$ cat config.mk
export PLATFORM = sky130hd
export DESIGN_NAME = tls_client_hello_parser
export DESIGN_NICKNAME = d
export VERILOG_FILES = /design/src/design/tlsch_pkg.sv /design/src/design/tls_client_hello_parser.sv /design/src/design/tlsch_front.sv /design/src/design/tlsch_queue.sv /design/src/design/tlsch_back.sv
export SDC_FILE = /design/constraint.sdc
export NUM_CORES = 1
export LEC_CHECK = 0
export BUFFER_PORTS_ARGS = -buffer_cell sky130_fd_sc_hd__buf_2
export CAP_MARGIN = 20
export CORE_MARGIN = 10
export CORE_UTILIZATION = 50
export DETAILED_ROUTE_END_ITERATION = 7
export PLACE_DENSITY = 0.66
export REMOVE_ABC_BUFFERS = 1
export SKIP_CTS_REPAIR_TIMING = 1
export SLEW_MARGIN = 40
export SYNTH_ARGS = -nofsm -noshare
export SYNTH_HDL_FRONTEND = slang
export SYNTH_SLANG_ARGS = --single-unit
$ cat constraint.sdc
create_clock -name clk -period 9.5 [get_ports clk]
set_input_delay 0.95 -clock clk [delete_from_list [all_inputs] [get_ports clk]]
set_output_delay 0.95 -clock clk [all_outputs]
set_load 0.01 [all_outputs]
$ cat src/design/tlsch_pkg.sv
`timescale 1ns / 1ps
package tlsch_pkg;

  localparam int QUEUE_DEPTH_DEF = 4;

  localparam logic [7:0]  CONTENT_HANDSHAKE = 8'h16;
  localparam logic [7:0]  HS_CLIENT_HELLO   = 8'h01;
  localparam logic [15:0] EXT_SERVER_NAME   = 16'h0000;
  localparam logic [15:0] EXT_GROUPS        = 16'h000a;
  localparam logic [15:0] RANDOM_LEN        = 16'd32;

  localparam logic [15:0] HYB_ID_FIRST_RST  = 16'hfe30;
  localparam logic [15:0] HYB_ID_SECOND_RST = 16'hfe31;
  localparam logic [15:0] HYB_ID_THIRD_RST  = 16'hfe32;
  localparam logic [2:0]  HYB_LVL_FIRST_RST  = 3'd3;
  localparam logic [2:0]  HYB_LVL_SECOND_RST = 3'd1;
  localparam logic [2:0]  HYB_LVL_THIRD_RST  = 3'd5;

  typedef enum logic [2:0] {
    REG_ID_FIRST   = 3'd0,
    REG_LVL_FIRST  = 3'd1,
    REG_ID_SECOND  = 3'd2,
    REG_LVL_SECOND = 3'd3,
    REG_ID_THIRD   = 3'd4,
    REG_LVL_THIRD  = 3'd5
  } reg_idx_t;

  typedef enum logic [2:0] {
    KIND_VERSION = 3'd0,
    KIND_SUITE   = 3'd1,
    KIND_SNI     = 3'd2,
    KIND_GROUP   = 3'd3,
    KIND_SUMMARY = 3'd4
  } kind_t;

  typedef enum logic [4:0] {
    PH_HDR, PH_NOTTLS, PH_STOP, PH_HS_TYPE, PH_HS_LEN, PH_VER, PH_RANDOM,
    PH_SID_LEN, PH_SID, PH_CS_LEN, PH_CS, PH_COMP_LEN, PH_COMP, PH_EXT_TOTAL,
    PH_EXT_HDR, PH_EXT_SKIP, PH_SNI_LIST, PH_SNI_TYPE, PH_SNI_NLEN,
    PH_SNI_NAME, PH_GRP_LEN, PH_GRP
  } phase_t;

  typedef struct packed {
    logic [15:0] id_first;
    logic [2:0]  lvl_first;
    logic [15:0] id_second;
    logic [2:0]  lvl_second;
    logic [15:0] id_third;
    logic [2:0]  lvl_third;
  } hyb_cfg_t;

  // one parsed byte: an optional event and an optional packet summary
  typedef struct packed {
    logic        ev_valid;
    kind_t       ev_kind;
    logic [15:0] ev_value;
    logic [2:0]  ev_level;
    logic        ev_sni_end;
    logic        sum_valid;
    logic [2:0]  sum_level;
    logic        is_tls;
    logic        is_hello;
    logic        hyb_seen;
    logic        complete;
  } entry_t;

endpackage

$ cat src/design/tls_client_hello_parser.sv
`timescale 1ns / 1ps
// ClientHello inspector for a byte stream that starts at the TLS record header.
// in_*: one packet byte per request, in_tlast on the last byte of the packet.
// out_*: parse events (version, cipher suites, SNI bytes, matching hybrid
// groups) and, on the byte carrying in_tlast, a packet summary; out_tlast
// marks the last result caused by one input byte. A summary with
// record_complete low voids the events of that packet.
// cfg_*: writes of the three hybrid group ids and their levels, taken at
// any time with cfg_ready held high; write only while the block is idle.
// The front parser takes one byte per cycle while the queue is not full and
// writes its results into a small queue; the output stage drains one result
// per cycle while out_tready is high. The first result of an accepted byte is
// written to the queue and then to the output register. Bytes that cause two
// results (an event plus the summary) use one queue entry, split by the output stage.
// When out_tready is low the queue fills and in_tready drops once it is full;
// nothing is lost. Reset clears the parser to the record header phase, empties
// the queue and output, and restores the default hybrid ids and levels.
module tls_client_hello_parser #(
  parameter int QUEUE_DEPTH = tlsch_pkg::QUEUE_DEPTH_DEF
) (
  input  logic        clk,
  input  logic        rst_n,
  input  logic        in_tvalid,
  output logic        in_tready,
  input  logic [7:0]  in_tdata,    // [7:0] data_byte
  input  logic        in_tlast,
  output logic        out_tvalid,
  input  logic        out_tready,
  output logic [23:0] out_tdata,   // [15:0] value, [18:16] level, [19] sni_end,
                                   // [20] is_tls, [21] hello_ok,
                                   // [22] hybrid_seen, [23] record_complete
  output logic [2:0]  out_tuser,   // [2:0] kind
  output logic        out_tlast,
  input  logic        cfg_valid,
  output logic        cfg_ready,
  input  logic [2:0]  cfg_index,
  input  logic [15:0] cfg_data
);
  import tlsch_pkg::*;

  hyb_cfg_t cfg_r;
  logic     push;
  entry_t   push_entry;
  logic     full;
  logic     empty;
  logic     pop;
  entry_t   head;

  assign cfg_ready = 1'b1;
  assign in_tready = !full;

  always_ff @(posedge clk) begin
    if (!rst_n) begin
      cfg_r.id_first   <= HYB_ID_FIRST_RST;
      cfg_r.lvl_first  <= HYB_LVL_FIRST_RST;
      cfg_r.id_second  <= HYB_ID_SECOND_RST;
      cfg_r.lvl_second <= HYB_LVL_SECOND_RST;
      cfg_r.id_third   <= HYB_ID_THIRD_RST;
      cfg_r.lvl_third  <= HYB_LVL_THIRD_RST;
    end else if (cfg_valid) begin
      case (cfg_index)
        REG_ID_FIRST:   cfg_r.id_first   <= cfg_data;
        REG_LVL_FIRST:  cfg_r.lvl_first  <= cfg_data[2:0];
        REG_ID_SECOND:  cfg_r.id_second  <= cfg_data;
        REG_LVL_SECOND: cfg_r.lvl_second <= cfg_data[2:0];
        REG_ID_THIRD:   cfg_r.id_third   <= cfg_data;
        REG_LVL_THIRD:  cfg_r.lvl_third  <= cfg_data[2:0];
        default: begin
        end
      endcase
    end
  end

  tlsch_front u_front (
    .clk           (clk),
    .rst_n         (rst_n),
    .byte_valid    (in_tvalid && in_tready),
    .data_byte     (in_tdata),
    .end_of_packet (in_tlast),
    .cfg           (cfg_r),
    .push          (push),
    .push_entry    (push_entry)
  );

  tlsch_queue #(.DEPTH(QUEUE_DEPTH)) u_queue (
    .clk        (clk),
    .rst_n      (rst_n),
    .push       (push),
    .push_entry (push_entry),
    .full       (full),
    .pop        (pop),
    .empty      (empty),
    .head       (head)
  );

  tlsch_back u_back (
    .clk        (clk),
    .rst_n      (rst_n),
    .empty      (empty),
    .head       (head),
    .pop        (pop),
    .out_tvalid (out_tvalid),
    .out_tready (out_tready),
    .out_tdata  (out_tdata),
    .out_tuser  (out_tuser),
    .out_tlast  (out_tlast)
  );

endmodule

$ cat src/design/tlsch_front.sv
`timescale 1ns / 1ps
module tlsch_front (
  input  logic              clk,
  input  logic              rst_n,
  input  logic              byte_valid,
  input  logic [7:0]        data_byte,
  input  logic              end_of_packet,
  input  tlsch_pkg::hyb_cfg_t cfg,
  output logic              push,
  output tlsch_pkg::entry_t push_entry
);
  import tlsch_pkg::*;

  phase_t      phase_r, phase_nxt;
  logic [5:0]  fbi_r, fbi_nxt;
  logic [15:0] record_left_r, record_left_nxt;
  logic [15:0] section_left_r, section_left_nxt;
  logic [15:0] ext_block_left_r, ext_block_left_nxt;
  logic [15:0] ext_left_r, ext_left_nxt;
  logic [15:0] sub_left_r, sub_left_nxt;
  logic [15:0] ext_id_r, ext_id_nxt;
  logic [7:0]  high_byte_r, high_byte_nxt;
  logic [2:0]  seen_r, seen_nxt;
  logic [2:0]  max_level_r, max_level_nxt;

  always_ff @(posedge clk) begin
    if (!rst_n) begin
      phase_r          <= PH_HDR;
      fbi_r            <= '0;
      record_left_r    <= '0;
      section_left_r   <= '0;
      ext_block_left_r <= '0;
      ext_left_r       <= '0;
      sub_left_r       <= '0;
      ext_id_r         <= '0;
      high_byte_r      <= '0;
      seen_r           <= '0;
      max_level_r      <= '0;
    end else begin
      phase_r          <= phase_nxt;
      fbi_r            <= fbi_nxt;
      record_left_r    <= record_left_nxt;
      section_left_r   <= section_left_nxt;
      ext_block_left_r <= ext_block_left_nxt;
      ext_left_r       <= ext_left_nxt;
      sub_left_r       <= sub_left_nxt;
      ext_id_r         <= ext_id_nxt;
      high_byte_r      <= high_byte_nxt;
      seen_r           <= seen_nxt;
      max_level_r      <= max_level_nxt;
    end
  end

  always_comb begin
    logic [15:0] word;
    logic [15:0] bval;
    logic [15:0] v;
    logic        do_fin;
    logic        do_next;
    logic        hit;
    logic [2:0]  lvl;
    logic        complete;

    word = {high_byte_r, data_byte};
    bval = {8'd0, data_byte};
    v = '0;
    do_fin = 1'b0;
    do_next = 1'b0;
    hit = 1'b0;
    lvl = '0;
    complete = 1'b0;

    phase_nxt          = phase_r;
    fbi_nxt            = fbi_r;
    record_left_nxt    = record_left_r;
    section_left_nxt   = section_left_r;
    ext_block_left_nxt = ext_block_left_r;
    ext_left_nxt       = ext_left_r;
    sub_left_nxt       = sub_left_r;
    ext_id_nxt         = ext_id_r;
    high_byte_nxt      = high_byte_r;
    seen_nxt           = seen_r;
    max_level_nxt      = max_level_r;

    push_entry = '0;
    push       = 1'b0;

    if (byte_valid) begin
      if (phase_r == PH_HDR) begin
        if (fbi_r == 6'd0 && data_byte != CONTENT_HANDSHAKE) begin
          phase_nxt = PH_NOTTLS;
        end else if (fbi_r == 6'd3) begin
          high_byte_nxt = data_byte;
        end else if (fbi_r == 6'd4) begin
          record_left_nxt = word;
          seen_nxt[0] = 1'b1;
          phase_nxt = (word != 16'd0) ? PH_HS_TYPE : PH_STOP;
        end
        fbi_nxt = fbi_r + 6'd1;
      end else if (phase_r != PH_NOTTLS && record_left_r != 16'd0) begin
        record_left_nxt = record_left_r - 16'd1;
        if (phase_r != PH_STOP) begin
          if (phase_r >= PH_EXT_HDR) begin
            ext_block_left_nxt = ext_block_left_r - 16'd1;
            if (phase_r != PH_EXT_HDR) ext_left_nxt = ext_left_r - 16'd1;
          end
          unique case (phase_r)
            PH_HS_TYPE: begin
              if (data_byte != HS_CLIENT_HELLO) phase_nxt = PH_STOP;
              else begin
                phase_nxt = PH_HS_LEN;
                fbi_nxt = '0;
              end
            end
            PH_HS_LEN: begin
              if (fbi_r == 6'd0) begin
                section_left_nxt = (data_byte != 8'd0) ? 16'hffff : 16'd0;
                fbi_nxt = 6'd1;
              end else if (fbi_r == 6'd1) begin
                high_byte_nxt = data_byte;
                fbi_nxt = 6'd2;
              end else begin
                v = (section_left_r == 16'hffff) ? 16'hffff : word;
                if (v > record_left_nxt) phase_nxt = PH_STOP;
                else begin
                  seen_nxt[1] = 1'b1;
                  phase_nxt = PH_VER;
                  fbi_nxt = '0;
                end
              end
            end
            PH_VER: begin
              if (fbi_r == 6'd0) begin
                high_byte_nxt = data_byte;
                fbi_nxt = 6'd1;
              end else begin
                push_entry.ev_valid = 1'b1;
                push_entry.ev_kind  = KIND_VERSION;
                push_entry.ev_value = word;
                phase_nxt = PH_RANDOM;
                section_left_nxt = RANDOM_LEN;
              end
            end
            PH_RANDOM: begin
              section_left_nxt = section_left_r - 16'd1;
              if (section_left_nxt == 16'd0) phase_nxt = PH_SID_LEN;
            end
            PH_SID_LEN, PH_COMP_LEN: begin
              if (bval > record_left_nxt) phase_nxt = PH_STOP;
              else if (data_byte == 8'd0) begin
                phase_nxt = (phase_r == PH_SID_LEN) ? PH_CS_LEN : PH_EXT_TOTAL;
                fbi_nxt = '0;
              end else begin
                section_left_nxt = bval;
                phase_nxt = (phase_r == PH_SID_LEN) ? PH_SID : PH_COMP;
              end
            end
            PH_SID, PH_COMP: begin
              section_left_nxt = section_left_r - 16'd1;
              if (section_left_nxt == 16'd0) begin
                phase_nxt = (phase_r == PH_SID) ? PH_CS_LEN : PH_EXT_TOTAL;
                fbi_nxt = '0;
              end
            end
            PH_CS_LEN: begin
              if (fbi_r == 6'd0) begin
                high_byte_nxt = data_byte;
                fbi_nxt = 6'd1;
              end else if (word > record_left_nxt) phase_nxt = PH_STOP;
              else if (word == 16'd0) phase_nxt = PH_COMP_LEN;
              else begin
                section_left_nxt = word;
                fbi_nxt = '0;
                phase_nxt = PH_CS;
              end
            end
            PH_CS: begin
              section_left_nxt = section_left_r - 16'd1;
              if (fbi_r == 6'd0) begin
                high_byte_nxt = data_byte;
                fbi_nxt = 6'd1;
              end else begin
                push_entry.ev_valid = 1'b1;
                push_entry.ev_kind  = KIND_SUITE;
                push_entry.ev_value = word;
                fbi_nxt = '0;
              end
              if (section_left_nxt == 16'd0) phase_nxt = PH_COMP_LEN;
            end
            PH_EXT_TOTAL: begin
              if (fbi_r == 6'd0) begin
                high_byte_nxt = data_byte;
                fbi_nxt = 6'd1;
              end else if (word > record_left_nxt) phase_nxt = PH_STOP;
              else begin
                ext_block_left_nxt = word;
                do_next = 1'b1;
              end
            end
            PH_EXT_HDR: begin
              if (fbi_r == 6'd0 || fbi_r == 6'd2) begin
                high_byte_nxt = data_byte;
                fbi_nxt = fbi_r + 6'd1;
              end else if (fbi_r == 6'd1) begin
                ext_id_nxt = word;
                fbi_nxt = 6'd2;
              end else begin
                ext_left_nxt = word;
                fbi_nxt = '0;
                if (word > ext_block_left_nxt) phase_nxt = PH_STOP;
                else if (ext_id_r == EXT_SERVER_NAME && word >= 16'd5)
                  phase_nxt = PH_SNI_LIST;
                else if (ext_id_r == EXT_GROUPS && word >= 16'd2)
                  phase_nxt = PH_GRP_LEN;
                else do_fin = 1'b1;
              end
            end
            PH_EXT_SKIP: begin
              if (ext_left_nxt == 16'd0) do_next = 1'b1;
            end
            PH_SNI_LIST: begin
              if (fbi_r == 6'd0) begin
                high_byte_nxt = data_byte;
                fbi_nxt = 6'd1;
              end else if (word > ext_left_nxt || word < 16'd3) do_fin = 1'b1;
              else phase_nxt = PH_SNI_TYPE;
            end
            PH_SNI_TYPE: begin
              sub_left_nxt = bval;
              phase_nxt = PH_SNI_NLEN;
              fbi_nxt = '0;
            end
            PH_SNI_NLEN: begin
              if (fbi_r == 6'd0) begin
                high_byte_nxt = data_byte;
                fbi_nxt = 6'd1;
              end else if (sub_left_r != 16'd0 || word > ext_left_nxt || word == 16'd0)
                do_fin = 1'b1;
              else begin
                sub_left_nxt = word;
                phase_nxt = PH_SNI_NAME;
              end
            end
            PH_SNI_NAME: begin
              sub_left_nxt = sub_left_r - 16'd1;
              push_entry.ev_valid   = 1'b1;
              push_entry.ev_kind    = KIND_SNI;
              push_entry.ev_value   = bval;
              push_entry.ev_sni_end = (sub_left_nxt == 16'd0);
              if (sub_left_nxt == 16'd0) do_fin = 1'b1;
            end
            PH_GRP_LEN: begin
              if (fbi_r == 6'd0) begin
                high_byte_nxt = data_byte;
                fbi_nxt = 6'd1;
              end else if (word > ext_left_nxt || word < 16'd2) do_fin = 1'b1;
              else begin
                sub_left_nxt = word;
                fbi_nxt = '0;
                phase_nxt = PH_GRP;
              end
            end
            PH_GRP: begin
              sub_left_nxt = sub_left_r - 16'd1;
              if (fbi_r == 6'd0) begin
                high_byte_nxt = data_byte;
                fbi_nxt = 6'd1;
              end else begin
                // first matching configured id wins
                priority if (word == cfg.id_first) begin
                  hit = 1'b1;
                  lvl = cfg.lvl_first;
                end else if (word == cfg.id_second) begin
                  hit = 1'b1;
                  lvl = cfg.lvl_second;
                end else if (word == cfg.id_third) begin
                  hit = 1'b1;
                  lvl = cfg.lvl_third;
                end else begin
                  hit = 1'b0;
                end
                if (hit) begin
                  push_entry.ev_valid = 1'b1;
                  push_entry.ev_kind  = KIND_GROUP;
                  push_entry.ev_value = word;
                  push_entry.ev_level = lvl;
                  seen_nxt[2] = 1'b1;
                  if (lvl > max_level_r) max_level_nxt = lvl;
                end
                fbi_nxt = '0;
                if (sub_left_nxt < 16'd2) do_fin = 1'b1;
              end
            end
            default: begin
            end
          endcase

          if (do_fin) begin
            if (ext_left_nxt == 16'd0) do_next = 1'b1;
            else phase_nxt = PH_EXT_SKIP;
          end
          if (do_next) begin
            if (ext_block_left_nxt >= 16'd4) begin
              phase_nxt = PH_EXT_HDR;
              fbi_nxt = '0;
            end else begin
              phase_nxt = PH_STOP;
            end
          end
        end
      end

      if (end_of_packet) begin
        complete = phase_nxt != PH_HDR && phase_nxt != PH_NOTTLS &&
                   record_left_nxt == 16'd0;
        push_entry.sum_valid  = 1'b1;
        push_entry.sum_level  = max_level_nxt;
        push_entry.is_tls     = seen_nxt[0];
        push_entry.is_hello   = seen_nxt[1];
        push_entry.hyb_seen   = seen_nxt[2];
        push_entry.complete   = complete;
        phase_nxt          = PH_HDR;
        fbi_nxt            = '0;
        record_left_nxt    = '0;
        section_left_nxt   = '0;
        ext_block_left_nxt = '0;
        ext_left_nxt       = '0;
        sub_left_nxt       = '0;
        ext_id_nxt         = '0;
        high_byte_nxt      = '0;
        seen_nxt           = '0;
        max_level_nxt      = '0;
      end
      push = push_entry.ev_valid | push_entry.sum_valid;
    end
  end

endmodule

$ cat src/design/tlsch_queue.sv
`timescale 1ns / 1ps
module tlsch_queue #(
  parameter int DEPTH = tlsch_pkg::QUEUE_DEPTH_DEF
) (
  input  logic              clk,
  input  logic              rst_n,
  input  logic              push,
  input  tlsch_pkg::entry_t push_entry,
  output logic              full,
  input  logic              pop,
  output logic              empty,
  output tlsch_pkg::entry_t head
);
  import tlsch_pkg::*;

  localparam int PW = (DEPTH > 1) ? $clog2(DEPTH) : 1;
  localparam int CW = $clog2(DEPTH + 1);

  entry_t          mem_r [DEPTH];
  logic [PW-1:0]   wr_r, wr_nxt;
  logic [PW-1:0]   rd_r, rd_nxt;
  logic [CW-1:0]   cnt_r, cnt_nxt;

  assign full  = (cnt_r == CW'(DEPTH));
  assign empty = (cnt_r == '0);
  assign head  = mem_r[rd_r];

  always_comb begin
    wr_nxt  = wr_r;
    rd_nxt  = rd_r;
    cnt_nxt = cnt_r;
    if (push) wr_nxt = (wr_r == PW'(DEPTH - 1)) ? '0 : wr_r + PW'(1);
    if (pop)  rd_nxt = (rd_r == PW'(DEPTH - 1)) ? '0 : rd_r + PW'(1);
    if (push && !pop) cnt_nxt = cnt_r + CW'(1);
    else if (pop && !push) cnt_nxt = cnt_r - CW'(1);
  end

  always_ff @(posedge clk) begin
    if (!rst_n) begin
      wr_r  <= '0;
      rd_r  <= '0;
      cnt_r <= '0;
    end else begin
      wr_r  <= wr_nxt;
      rd_r  <= rd_nxt;
      cnt_r <= cnt_nxt;
    end
  end

  always_ff @(posedge clk) begin
    if (push) mem_r[wr_r] <= push_entry;
  end

endmodule

$ cat src/design/tlsch_back.sv
`timescale 1ns / 1ps
module tlsch_back (
  input  logic              clk,
  input  logic              rst_n,
  input  logic              empty,
  input  tlsch_pkg::entry_t head,
  output logic              pop,
  output logic              out_tvalid,
  input  logic              out_tready,
  output logic [23:0]       out_tdata,
  output logic [2:0]        out_tuser,
  output logic              out_tlast
);
  import tlsch_pkg::*;

  logic        valid_r, valid_nxt;
  logic [23:0] data_r, data_nxt;
  logic [2:0]  user_r, user_nxt;
  logic        last_r, last_nxt;
  logic        pend_r, pend_nxt;
  entry_t      pend_e_r, pend_e_nxt;

  function automatic logic [23:0] sum_word(entry_t e);
    sum_word = {e.complete, e.hyb_seen, e.is_hello, e.is_tls, 1'b0,
                e.sum_level, 16'd0};
  endfunction

  always_comb begin
    logic load;
    load       = !valid_r || out_tready;
    valid_nxt  = valid_r && !out_tready;
    data_nxt   = data_r;
    user_nxt   = user_r;
    last_nxt   = last_r;
    pend_nxt   = pend_r;
    pend_e_nxt = pend_e_r;
    pop        = 1'b0;
    if (load) begin
      if (pend_r) begin
        // second result of a byte: its summary
        valid_nxt = 1'b1;
        data_nxt  = sum_word(pend_e_r);
        user_nxt  = KIND_SUMMARY;
        last_nxt  = 1'b1;
        pend_nxt  = 1'b0;
      end else if (!empty) begin
        pop       = 1'b1;
        valid_nxt = 1'b1;
        if (head.ev_valid) begin
          data_nxt   = {4'd0, head.ev_sni_end, head.ev_level, head.ev_value};
          user_nxt   = head.ev_kind;
          last_nxt   = !head.sum_valid;
          pend_nxt   = head.sum_valid;
          pend_e_nxt = head;
        end else begin
          data_nxt = sum_word(head);
          user_nxt = KIND_SUMMARY;
          last_nxt = 1'b1;
        end
      end
    end
  end

  always_ff @(posedge clk) begin
    if (!rst_n) begin
      valid_r <= 1'b0;
      pend_r  <= 1'b0;
    end else begin
      valid_r <= valid_nxt;
      pend_r  <= pend_nxt;
    end
  end

  always_ff @(posedge clk) begin
    data_r   <= data_nxt;
    user_r   <= user_nxt;
    last_r   <= last_nxt;
    pend_e_r <= pend_e_nxt;
  end

  assign out_tvalid = valid_r;
  assign out_tdata  = data_r;
  assign out_tuser  = user_r;
  assign out_tlast  = last_r;

endmodule
==> results.toml <==
[floorplanning]
die_x_um = 222
start_util = 0.510
dieArea_um2 = 49300
die_y_um = 222
ioPinCount = 64
core_area_um2 = 40000
num_rows = 73

[setup_path]
worstPathCellList = "nor3_1 -> nand2_1 -> nor2_1 -> nand2_1 -> nor3_1 -> xnor2_1 -> ha_1 -> nand4_1 -> a2111oi_1 -> o31ai_2 -> nor3b_2 -> buf_4 -> a21oi_1 -> nand3_1 -> o32ai_1 -> o2111ai_1 -> and4_1"
cp_data_arrival_time_ns = 5.92
slowest_stage = "nor3_1"
cp_top_family = "simple AND/OR/NAND/NOR gates"
path_max_fanout = 30
crit_path_start_kind = "flop"
crit_buf_inv = 1
setup.worst_path.end_class = "flop"
cp_data_required_time_ns = 9.78
crit_path_max_incr_delay_ns = 0.56
path_class = "reg -> reg"

[sta]
period_minus_slack_ns = 5.63
setup_viol = 0
rsz0062_at_grt = "no"
slew_headroom = 0.409
finalSetupTns_ns = 0
min_period_over_period = 0.593
hold_viol_final = 0
slew_violations = 0
final.setup.worst_slack_ns = 3.87
max_freq_mhz = 177
skew_ns = 0.0267
tightest_slew_ns = 0.877

[run]
max_cap_violations = 0

[power]
p_total_mw = 4.45
p_sw_frac = 0.291
p_per_area_nw_per_um2 = 198
peakVddDrop_v = 0.000129
netSwitchingPower_mw = 1.29
p_leak_nw = 8.29
combPwrFrac = 0.217
power_frac_seq = 0.405
p_int_mw = 3.16
pwr-share-clk = 0.378

[global_routing]
grt_max_degree = 98
grt_pass1_vias = 16300
grt_first_pass_wirelength_um = 94000
grt.overflow.total = 0
antenna_found_initial = 1
grtUsageTotal = 0.234

[place]
gp_congestion = 1.00
hpwl_um = 41200
placed_cell_area_um2 = 21100
port_buffers = 62
place_ws_ns = 4.06

[detailed_routing]
wl_um = 59900
ant_nets = 0
wl_per_cell_um = 21.8
viasPerCell = 6.20
num_vias = 17100
drt-initial-drc-count = 1861
drc = 0
dr.pass1.iters = 5

[hold_path]
hp-class = "reg -> reg"

[clock_network]
cts.clk_slew.worst_paths_ns = 0.06
clock_latency_ns = 0.58
htree_levels = 2
cts_tree = "done"
root_buffer = "clkbuf_16"
cts_num_sinks = 348
numCtsBuffers = 39
ctsLongestPathBuffers = 3

[finish]
final_area_um2 = 22500
drive_gt1_frac = 0.117
insertedDiodeCount = 0
layout_common_cells = "nand2_1, dfxtp_1, edfxtp_1"
utilization = 0.563
layout_commonest_cell = "nand2_1"
nets = 2319
areaGrowthSynthToFinish_pct = 10.3

[yosys]
netlist-cell-type-count = 102
ys_async_sr_fraction = 0
postSynthAreaPerCell_um2 = 9.22
netlist_area_um2 = 20400
yosys_warnings = 0
yosys_most_used_dff = "dfxtp_1"
synthCells = 2215
yosysSeqAreaShare = 0.419
synth_edf_count = 159
ys_ff_latch = 348

[status]
status = "complete, no violations"
-- power groups by stage --
| stage | clock network (mW) | registers (mW) | logic, mW |
|---|---|---|---|
| 5_1_grt | 1.77 | 1.82 | 1.06 |
| 3_3_place_gp | 0 | 1.83 | 0.941 |
| 3_5_place_dp | 0 | 1.83 | 0.960 |
| 2_1_floorplan | 0 | 1.89 | 0.562 |
| 4_1_cts | 1.71 | 1.80 | 0.965 |
| 6_report | 1.68 | 1.80 | 0.964 |
-- path summary, 6_finish.rpt --
check / from / to / slack, ns / cells past startpoint
worst min-delay path: u_front.seen_r[2]$_SDFFE_PN0P_ / u_front.seen_r[2]$_SDFFE_PN0P_ / 0.45 / 2
worst min register to register: u_front.seen_r[2]$_SDFFE_PN0P_ / u_front.seen_r[2]$_SDFFE_PN0P_ / 0.45 / 2
worst max register to register: u_front.record_left_r[2]$_SDFFE_PN0P_ / u_queue.mem_r[1][0]$_DFFE_PP_ / 3.87 / 17
worst max-delay path: u_front.record_left_r[2]$_SDFFE_PN0P_ / u_queue.mem_r[1][0]$_DFFE_PP_ / 3.87 / 17
-- sequential cells by signal, indices dropped and copies added, names as in the netlist, 3 cells and up, named ones only --
signal,count
cfg_r,57
u_back.out_tdata,24
u_back.out_tuser,3
u_back.pend_e_r,7
u_front.ext_block_left_r,16
u_front.ext_id_r,16
u_front.ext_left_r,16
u_front.fbi_r,6
u_front.high_byte_r,8
u_front.max_level_r,3
u_front.phase_r,5
u_front.record_left_r,16
u_front.section_left_r,16
u_front.seen_r,3
u_front.sub_left_r,16
u_queue.cnt_r,3
u_queue.mem_r,124
-- logic make-up after synthesis --
| kind of cell | Yosys count | synth area share |
|---|---|---|
| adders and majority gates | 87 | 0.0536 |
| xor gates and xnor gates | 117 | 0.0502 |
| buffers and inverters | 188 | 0.0374 |
| DFF | 348 | 0.419 |
| other | 1 | 0.000184 |
| muxes | 64 | 0.0504 |
| AOI/OAI and AO/OA | 473 | 0.150 |
| and+or+nand+nor | 937 | 0.239 |
-- cell type report --
| cell class | instances | area, µm² |
|---|---|---|
| clock buffers | 51 | 1120 |
| multi-input cells | 1679 | 11100 |
| inverters | 39 | 146 |
| clock inverters | 18 | 309 |
| well taps | 525 | 657 |
| repair buffers | 93 | 569 |
| fillers | 3515 | 17500 |
| flip-flops and latches | 348 | 8560 |
-- cell usage after synthesis (all sizes together), types with 31 or more instances --
master  count  area share
buf        36      0.0094
dfxtp     189        0.19
nor2      146       0.027
mux4       31       0.034
xor2       54       0.023
nor3       77       0.020
edfxtp    159        0.23
and2       54       0.017
clkbuf    113       0.021
a21oi     140       0.035
ha         85       0.052
o21ai     124       0.031
mux2i      33       0.016
nand3      58       0.015
xnor2      63       0.027
nor2b     131       0.040
nand2     260       0.048
inv        39      0.0072
nand4      36       0.011
a22oi      39       0.014
nor4       36       0.012
-- per-stage QoR --
| stage | hold WS, ns | cells |
|---|---|---|
| after detailed placement | 0.439 | 2684 |
| after global placement | 0.433 | 2683 |
| after global routing | 0.484 | 2753 |
| after floorplan | 0.426 | 2066 |
| after CTS | 0.449 | 2753 |
| final | 0.449 | 2753 |
-- tightest hold or removal path: cells and delay by family, from the launching register on --
family	cells	cell delay [ns]
flops	1	0.31
buf+inv	1	0.05
compound gates	1	0.05
-- layer usage --
metal,share of wire,vias to the layer above,track usage
met5,0.00033,-,0
met4,0.030,2,0.0820
met3,0.073,120,0.0459
met2,0.45,663,0.363
met1,0.44,8288,0.317
li1,-,7992,-
Power figures use the tool's default switching activity.
